File: config.mk
export PLATFORM = sky130hd
export DESIGN_NAME = sample_min_max_mean_median
export DESIGN_NICKNAME = d
export VERILOG_FILES = /design/src/rtl/smmm_pkg.sv /design/src/rtl/smmm_divider.sv /design/src/rtl/smmm_datapath.sv /design/src/rtl/smmm_ctrl.sv /design/src/rtl/sample_min_max_mean_median.sv
export SDC_FILE = /design/constraint.sdc
export NUM_CORES = 2
export LEC_CHECK = 0
export BUFFER_PORTS_ARGS = -buffer_cell sky130_fd_sc_hd__buf_4
export CAP_MARGIN = 0
export CORE_AREA = 4 4 322 324
export DETAILED_ROUTE_END_ITERATION = 8
export DIE_AREA = 0 0 326 328
export PLACE_DENSITY_LB_ADDON = 0.3
export SLEW_MARGIN = 20
export SYNTH_ARGS = -nofsm -noshare
export SYNTH_HDL_FRONTEND = slang
export SYNTH_SLANG_ARGS = --single-unit
File: constraint.sdc
create_clock -name i_clk -period 5.9 [get_ports i_clk]
set_input_delay 0.59 -clock i_clk [delete_from_list [all_inputs] [get_ports i_clk]]
set_output_delay 0.59 -clock i_clk [all_outputs]
set_load 0.03 [all_outputs]
File: src/rtl/smmm_pkg.sv
package smmm_pkg;

    // Set capacity and sample width.
    localparam int MAX_SAMPLES = 32;
    localparam int SAMPLE_BITS = 20;

    // Derived widths: the count must hold MAX_SAMPLES itself, the sum must hold
    // MAX_SAMPLES full-scale samples.
    localparam int CNT_W  = $clog2(MAX_SAMPLES + 1);
    localparam int IDX_W  = $clog2(MAX_SAMPLES);
    localparam int SUM_W  = SAMPLE_BITS + IDX_W;
    localparam int STEP_W = $clog2(SUM_W + 1);

    typedef logic [SAMPLE_BITS-1:0] t_sample;
    typedef logic [CNT_W-1:0]       t_count;
    typedef logic [IDX_W-1:0]       t_index;
    typedef logic [SUM_W-1:0]       t_sum;

    // Commands from the controller to the datapath.
    typedef struct packed {
        logic load;       // a sample request is taken this cycle
        logic rd_a;       // read the lower middle entry of the sorted store
        logic rd_b;       // read the upper middle entry of the sorted store
        logic div_start;  // start the mean division
        logic capture;    // load the result registers and clear the set
    } t_dp_cmd;

    // Status from the datapath to the controller.
    typedef struct packed {
        logic div_busy;
    } t_dp_status;

endpackage

File: src/rtl/smmm_divider.sv
module smmm_divider (
    input  logic            i_clk,
    input  logic            i_rst_n,
    input  logic            i_start,
    input  smmm_pkg::t_sum   i_dividend,
    input  smmm_pkg::t_count i_divisor,
    output smmm_pkg::t_sum   o_quotient,
    output logic            o_busy
);
    import smmm_pkg::*;

    // Restoring divider, one quotient bit per cycle. The dividend is shifted
    // out of the top of r_quo while quotient bits enter at the bottom.
    logic                r_busy;
    logic [STEP_W-1:0]   r_step;
    t_count              r_rem;
    t_sum                r_quo;
    t_count              r_div;

    logic [CNT_W:0]      trial;
    logic [CNT_W:0]      diff;
    logic                fits;
    t_count              n_rem;

    always_comb begin
        trial = {r_rem, r_quo[SUM_W-1]};
        diff  = trial - {1'b0, r_div};
        fits  = (trial >= {1'b0, r_div});
        n_rem = fits ? diff[CNT_W-1:0] : trial[CNT_W-1:0];
    end

    always_ff @(posedge i_clk) begin
        if (!i_rst_n) begin
            r_busy <= 1'b0;
            r_step <= '0;
        end else if (i_start) begin
            r_busy <= 1'b1;
            r_step <= STEP_W'(SUM_W);
            r_rem  <= '0;
            r_quo  <= i_dividend;
            r_div  <= i_divisor;
        end else if (r_busy) begin
            r_rem  <= n_rem;
            r_quo  <= {r_quo[SUM_W-2:0], fits};
            r_step <= r_step - 1'b1;
            if (r_step == STEP_W'(1)) begin
                r_busy <= 1'b0;
            end
        end
    end

    assign o_quotient = r_quo;
    assign o_busy     = r_busy;

endmodule

File: src/rtl/smmm_datapath.sv
module smmm_datapath (
    input  logic                i_clk,
    input  logic                i_rst_n,
    input  smmm_pkg::t_dp_cmd    i_cmd,
    output smmm_pkg::t_dp_status o_status,
    input  smmm_pkg::t_sample    i_sample,
    output smmm_pkg::t_sample    o_minimum,
    output smmm_pkg::t_sample    o_maximum,
    output smmm_pkg::t_sample    o_mean,
    output smmm_pkg::t_sample    o_median,
    output smmm_pkg::t_count     o_sample_count,
    output logic                o_overflow
);
    import smmm_pkg::*;

    // Sorted row of cells; entries at or above r_count hold stale data.
    t_sample r_store [MAX_SAMPLES];
    t_sample n_store [MAX_SAMPLES];
    logic [MAX_SAMPLES-1:0] gt;

    t_count  r_count;
    t_sum    r_sum;
    t_sample r_min;
    t_sample r_max;
    logic    r_drop;

    t_sample r_med_a;
    t_sample r_med_b;

    t_sample r_res_min;
    t_sample r_res_max;
    t_sample r_res_mean;
    t_sample r_res_median;
    t_count  r_res_count;
    logic    r_res_drop;

    logic    full;
    t_count  half;
    t_index  idx_a;
    t_index  idx_b;
    t_index  rd_idx;
    t_sample rd_data;
    logic [SAMPLE_BITS:0] med_sum;
    t_sum    quotient;
    logic    div_busy;

    // Each cell compares itself with the new sample; cells above the insert
    // point take their lower neighbor, the insert point takes the sample.
    always_comb begin
        full = (r_count == CNT_W'(MAX_SAMPLES));
        for (int i = 0; i < MAX_SAMPLES; i++) begin
            gt[i] = (CNT_W'(i) < r_count) && (r_store[i] > i_sample);
        end
        if (gt[0] || (r_count == '0)) begin
            n_store[0] = i_sample;
        end else begin
            n_store[0] = r_store[0];
        end
        for (int i = 1; i < MAX_SAMPLES; i++) begin
            if (gt[i-1]) begin
                n_store[i] = r_store[i-1];
            end else if (gt[i] || (CNT_W'(i) == r_count)) begin
                n_store[i] = i_sample;
            end else begin
                n_store[i] = r_store[i];
            end
        end
    end

    // Median read through one port: for an odd count both reads hit the middle.
    always_comb begin
        half    = r_count >> 1;
        idx_b   = half[IDX_W-1:0];
        idx_a   = r_count[0] ? idx_b : idx_b - 1'b1;
        rd_idx  = i_cmd.rd_b ? idx_b : idx_a;
        rd_data = r_store[rd_idx];
        med_sum = {1'b0, r_med_a} + {1'b0, r_med_b};
    end

    always_ff @(posedge i_clk) begin
        if (i_cmd.load && !full) begin
            r_store <= n_store;
        end
        if (i_cmd.rd_a) begin
            r_med_a <= rd_data;
        end
        if (i_cmd.rd_b) begin
            r_med_b <= rd_data;
        end
    end

    always_ff @(posedge i_clk) begin
        if (!i_rst_n || i_cmd.capture) begin
            r_count <= '0;
            r_sum   <= '0;
            r_min   <= '1;
            r_max   <= '0;
            r_drop  <= 1'b0;
        end else if (i_cmd.load) begin
            if (full) begin
                r_drop <= 1'b1;
            end else begin
                r_count <= r_count + 1'b1;
                r_sum   <= r_sum + SUM_W'(i_sample);
                if (i_sample < r_min) begin
                    r_min <= i_sample;
                end
                if (i_sample > r_max) begin
                    r_max <= i_sample;
                end
            end
        end
    end

    always_ff @(posedge i_clk) begin
        if (i_cmd.capture) begin
            r_res_min    <= r_min;
            r_res_max    <= r_max;
            r_res_mean   <= quotient[SAMPLE_BITS-1:0];
            r_res_median <= med_sum[SAMPLE_BITS:1];
            r_res_count  <= r_count;
            r_res_drop   <= r_drop;
        end
    end

    smmm_divider u_divider (
        .i_clk      (i_clk),
        .i_rst_n    (i_rst_n),
        .i_start    (i_cmd.div_start),
        .i_dividend (r_sum),
        .i_divisor  (r_count),
        .o_quotient (quotient),
        .o_busy     (div_busy)
    );

    assign o_status.div_busy = div_busy;
    assign o_minimum         = r_res_min;
    assign o_maximum         = r_res_max;
    assign o_mean            = r_res_mean;
    assign o_median          = r_res_median;
    assign o_sample_count    = r_res_count;
    assign o_overflow        = r_res_drop;

endmodule

File: src/rtl/smmm_ctrl.sv
module smmm_ctrl (
    input  logic                i_clk,
    input  logic                i_rst_n,
    input  logic                i_valid,
    input  logic                i_last,
    output logic                o_ready,
    output logic                o_valid,
    input  logic                i_ready,
    output smmm_pkg::t_dp_cmd    o_cmd,
    input  smmm_pkg::t_dp_status i_status
);
    import smmm_pkg::*;

    typedef enum logic [2:0] {
        S_COLLECT,
        S_MED_A,
        S_MED_B,
        S_DIV,
        S_OUT
    } t_state;

    t_state r_state;
    logic   r_out_valid;
    logic   accept;
    logic   out_free;

    always_comb begin
        o_ready  = (r_state == S_COLLECT);
        accept   = i_valid && o_ready;
        out_free = !r_out_valid || i_ready;

        o_cmd           = '0;
        o_cmd.load      = accept;
        o_cmd.rd_a      = (r_state == S_MED_A);
        o_cmd.div_start = (r_state == S_MED_A);
        o_cmd.rd_b      = (r_state == S_MED_B);
        o_cmd.capture   = (r_state == S_OUT) && out_free;
    end

    always_ff @(posedge i_clk) begin
        if (!i_rst_n) begin
            r_state     <= S_COLLECT;
            r_out_valid <= 1'b0;
        end else begin
            if (o_cmd.capture) begin
                r_out_valid <= 1'b1;
            end else if (i_ready) begin
                r_out_valid <= 1'b0;
            end
            case (r_state)
                S_COLLECT: begin
                    if (accept && i_last) begin
                        r_state <= S_MED_A;
                    end
                end
                S_MED_A: begin
                    r_state <= S_MED_B;
                end
                S_MED_B: begin
                    r_state <= S_DIV;
                end
                S_DIV: begin
                    if (!i_status.div_busy) begin
                        r_state <= S_OUT;
                    end
                end
                S_OUT: begin
                    if (out_free) begin
                        r_state <= S_COLLECT;
                    end
                end
                default: begin
                    r_state <= S_COLLECT;
                end
            endcase
        end
    end

    assign o_valid = r_out_valid;

endmodule

File: src/rtl/sample_min_max_mean_median.sv
// Channel   Direction  Handshake           Payload
// input     in         i_valid / o_ready   i_sample, i_last
// result    out        o_valid / i_ready   o_minimum, o_maximum, o_mean, o_median,
//                                          o_sample_count, o_overflow
//
// Samples are taken one per cycle, while o_ready is high, into a sorted row of
// cells; a sample that arrives with the set already full is dropped and flagged.
// After the request that carries i_last, the input is held off while the two
// middle entries are read and while the mean comes from a restoring divider
// that yields one quotient bit per cycle. The result sits in an output register,
// so a new set can load while it waits to be taken; closing that set waits
// until the register is free. Reset is synchronous and active low; it clears
// the set and the output valid.

module sample_min_max_mean_median (
    input  logic             i_clk,
    input  logic             i_rst_n,
    input  logic             i_valid,
    output logic             o_ready,
    input  smmm_pkg::t_sample i_sample,
    input  logic             i_last,
    output logic             o_valid,
    input  logic             i_ready,
    output smmm_pkg::t_sample o_minimum,
    output smmm_pkg::t_sample o_maximum,
    output smmm_pkg::t_sample o_mean,
    output smmm_pkg::t_sample o_median,
    output smmm_pkg::t_count  o_sample_count,
    output logic             o_overflow
);
    import smmm_pkg::*;

    // The controller sequences the set closing; the datapath holds the store,
    // the running statistics, the divider and the result registers.
    t_dp_cmd    dp_cmd;
    t_dp_status dp_status;

    smmm_ctrl u_ctrl (
        .i_clk    (i_clk),
        .i_rst_n  (i_rst_n),
        .i_valid  (i_valid),
        .i_last   (i_last),
        .o_ready  (o_ready),
        .o_valid  (o_valid),
        .i_ready  (i_ready),
        .o_cmd    (dp_cmd),
        .i_status (dp_status)
    );

    smmm_datapath u_datapath (
        .i_clk          (i_clk),
        .i_rst_n        (i_rst_n),
        .i_cmd          (dp_cmd),
        .o_status       (dp_status),
        .i_sample       (i_sample),
        .o_minimum      (o_minimum),
        .o_maximum      (o_maximum),
        .o_mean         (o_mean),
        .o_median       (o_median),
        .o_sample_count (o_sample_count),
        .o_overflow     (o_overflow)
    );

endmodule

==> key figures <==
Outcome
  – Outcome: complete, no violations

Layout
  – Layout Area Growth over Synthesis: 10.2%
  – Commonest non-fill, non-tap cell in the layout: edfxtp_1
  – Layout cells sized above 1: 19.2%
  – Commonest cells after routing, fill and taps aside: edfxtp_1 (804), nand2_1 (765), ha_1 (733)
  – Final net count: 6262

STA
  – Count of final setup violators: 0
  – Fin. max-slew vios: 0
  – RSZ-0062 raised after global routing: no
  – Clock Skew: 0.0258 ns
  – Final Hold Vio Count: 0
  – Measured slew at the worst slew-check pin: 1.16 ns
  – Worst setup margin: 1.31 ns
  – Final period util: 77.9%
  – Max Fclk: 218 MHz
  – Setup_tns: 0 ns
  – Worst slew margin: 22.8%
  – Min cycle time layout: 4.59 ns

Clocking
  – TritonCTS Sinks: 886
  – CTS tree: built
  – Clock Latency Late Sink: 0.72 ns
  – Post-CTS setup buffers: 0
  – Hold buffers post-CTS: 0
  – CTS buffer count: 98
  – # resized after CTS: 0
  – Deepest clock path buffer count: 3
  – H-tree Lvls: 3
  – Clk slew on worst S/H paths: 0.06 ns
  – Root Buffer: clkbuf_16

Power and ir drop
  – Leakage power total: 26.1 nW
  – PD cells: 272 nW/µm²
  – Worst VDD drop: 386 µV

GRT
  – Antenna violations before repair: 10
  – Pin count of the biggest net entering global routing: 160
  – Vias in the first global route: 46100
  – Overall Global Routing Usage: 37.8%
  – Remaining global-route overflow: 0
  – First-pass GRT wire length: 302 mm

Synthesis
  – FFs w/ async S/R, synth: 0%
  – Seq/Total Area, Yosys: 43.7%
  – Count of cell types in the netlist: 76
  – Post-Synthesis Cells: 5439
  – Mapped Area: 59000 µm²
  – Post-synth EDFFs: 804
  – #FFs+latches synth: 886
  – Post-Syn Area per Cell: 10.8 µm²
  – Syn nets: 6200
  – Dominant synthesized flop cell: edfxtp_1
  – Synth Warn #: 0

Floorplan
  – Initial Util: 58.3%
  – Die area: 107000 µm²
  – Die H: 328 µm
  – Die Width: 326 µm
  – Core Box Area: 101000 µm²
  – Site row count: 117
  – Num ports: 114

Worst setup path
  – Crit path DAT: 4.93 ns
  – Critical path fanouts, max: 38
  – Critical path data required time: 6.23 ns
  – Reg2reg path depth: 7
  – Slowest cell on crit path: o31a_2
  – CP Launch Type: flop
  – CP cell instances: nor3b_4 > o31a_2 > buf_4 > nand3_1 > a32oi_1 > o221ai_1 > nand4b_1
  – CP Capture Type: flop
  – Crit-path max cell delay: 0.92 ns
  – CP Class: reg2reg
  – Crit. Startpoint: u_ctrl.r_state[1]
  – RR Startpoint: u_ctrl.r_state[1]

Detailed routing
  – DR iter-0 viols: 6581
  – DRT Pass-1 Iters: 6
  – Avg WL per Cell: 29.9 µm
  – Vias per cell: 6.95
  – Routed Antenna Nets: 0
  – Routed vias: 48300
  – Drt total wl: 208 mm
  – DRC viols: 0

Flow run
  – Max-Cap Viols: 0

Place
  – Gpl congestion: 1.04
  – I/O Buffers: 113
  – Hpwl dp: 142 mm
  – DP Worst Slack: 1.44 ns

Worst hold path
  – Hold crit path type: in2reg
  – Worst Hold Depth: 2
  – Min-delay src: i_rst_n
## registers in the layout, summed over array words and instances (netlist names), 20 cells and up
register and count:
u_datapath.o_maximum 20, u_datapath.o_mean 20, u_datapath.o_median 20, u_datapath.o_minimum 20, u_datapath.r_max 20, u_datapath.r_med_a 20
u_datapath.r_med_b 20, u_datapath.r_min 20, u_datapath.r_store 640, u_datapath.r_sum 25, u_datapath.u_divider.o_quotient 25
## Yosys cell counts (53+ instances only)
cell	number	area share, %
nor2_1	188	1.2
mux2i_1	107	1.8
mux2_2	571	11
ha_1	733	16
a21o_1	178	2.3
nand3_1	264	2.2
nand4_1	136	1.4
a21oi_1	319	2.7
nand2_1	767	4.9
edfxtp_1	804	41
inv_1	138	0.88
o21ai_0	169	1.4
buf_2	89	0.76
a31oi_1	76	0.81
clkbuf_1	171	1.1
nor2b_1	53	0.56
dfxtp_1	82	2.8
## worst paths after layout
check,slack [ns],end
hold reg to reg,0.45,u_datapath.o_mean[12]
hold / removal,0.20,u_ctrl.o_valid
setup reg to reg,1.31,u_datapath.r_med_a[19]
setup / recovery,1.31,u_datapath.r_med_a[19]
## metal layers
| layer | vias to the layer above | routed length, µm | GRT usage (%) |
|---|---|---|---|
| met4 | 6 | 16100 | 24.2 |
| met2 | 3510 | 88100 | 55.7 |
| met1 | 23200 | 77100 | 48.9 |
| met3 | 873 | 27100 | 10.7 |
| met5 | - | 36 | 0 |
| li1 | 20800 | - | - |
## metrics by stage
| stage | cells | instance area [µm²] | utilization (%) | hold slack, ns | total power [mW] |
|---|---|---|---|---|---|
| finish | 6960 | 65000 | 64.3 | 0.199 | 17.7 |
| global route | 6951 | 65000 | 64.2 | 0.188 | 18.2 |
| CTS | 6951 | 65000 | 64.2 | 0.163 | 17.5 |
| detailed placement | 6769 | 61800 | 61.1 | 0.435 | 11.5 |
| global placement | 6769 | 61800 | 61.1 | 0.431 | 11.4 |
| floorplan | 5439 | 59000 | - | 0.409 | 10.0 |
## critical path, delay by kind of cell, from the launching register on
family	cells	cell delay, ns
DFF	1	0.46
AOI/OAI and AO/OA	3	1.73
buffers and inverters	1	0.44
and+or+nand+nor	3	1.54
## report_power, final
group | switching, mW | total (mW) | internal (mW)
logic | 2.93 | 4.32 | 1.39
clock network | 2.72 | 6.15 | 3.42
registers | 0.123 | 7.22 | 7.10
## kinds of logic (layout without fill, tap and decap cells)
kind of cell,after synthesis,count (layout),synth area share [%]
multiplexers,679,679,12.7
AND/OR/NAND/NOR,1619,1619,12.7
XOR/XNOR,40,40,0.620
other,0,9,0
adder cells (fa/ha/maj),736,736,15.7
flip-flops,886,886,43.7
AO/OA/AOI/OAI,1047,1047,11.4
buffers and inverters,432,576,3.10
## layout make-up
class / instances / area, µm²
Antenna cell: 9 / 22.5
Clock buffer: 127 / 2630
Clock inverter: 55 / 498
Fill cell: 7874 / 36200
Inverter: 139 / 523
Multi-Input combinational cell: 4121 / 31700
Sequential cell: 886 / 25800
Tap cell: 1368 / 1710
Timing Repair Buffer: 255 / 2100
No activity file was read; power rests on OpenSTA's default activity.
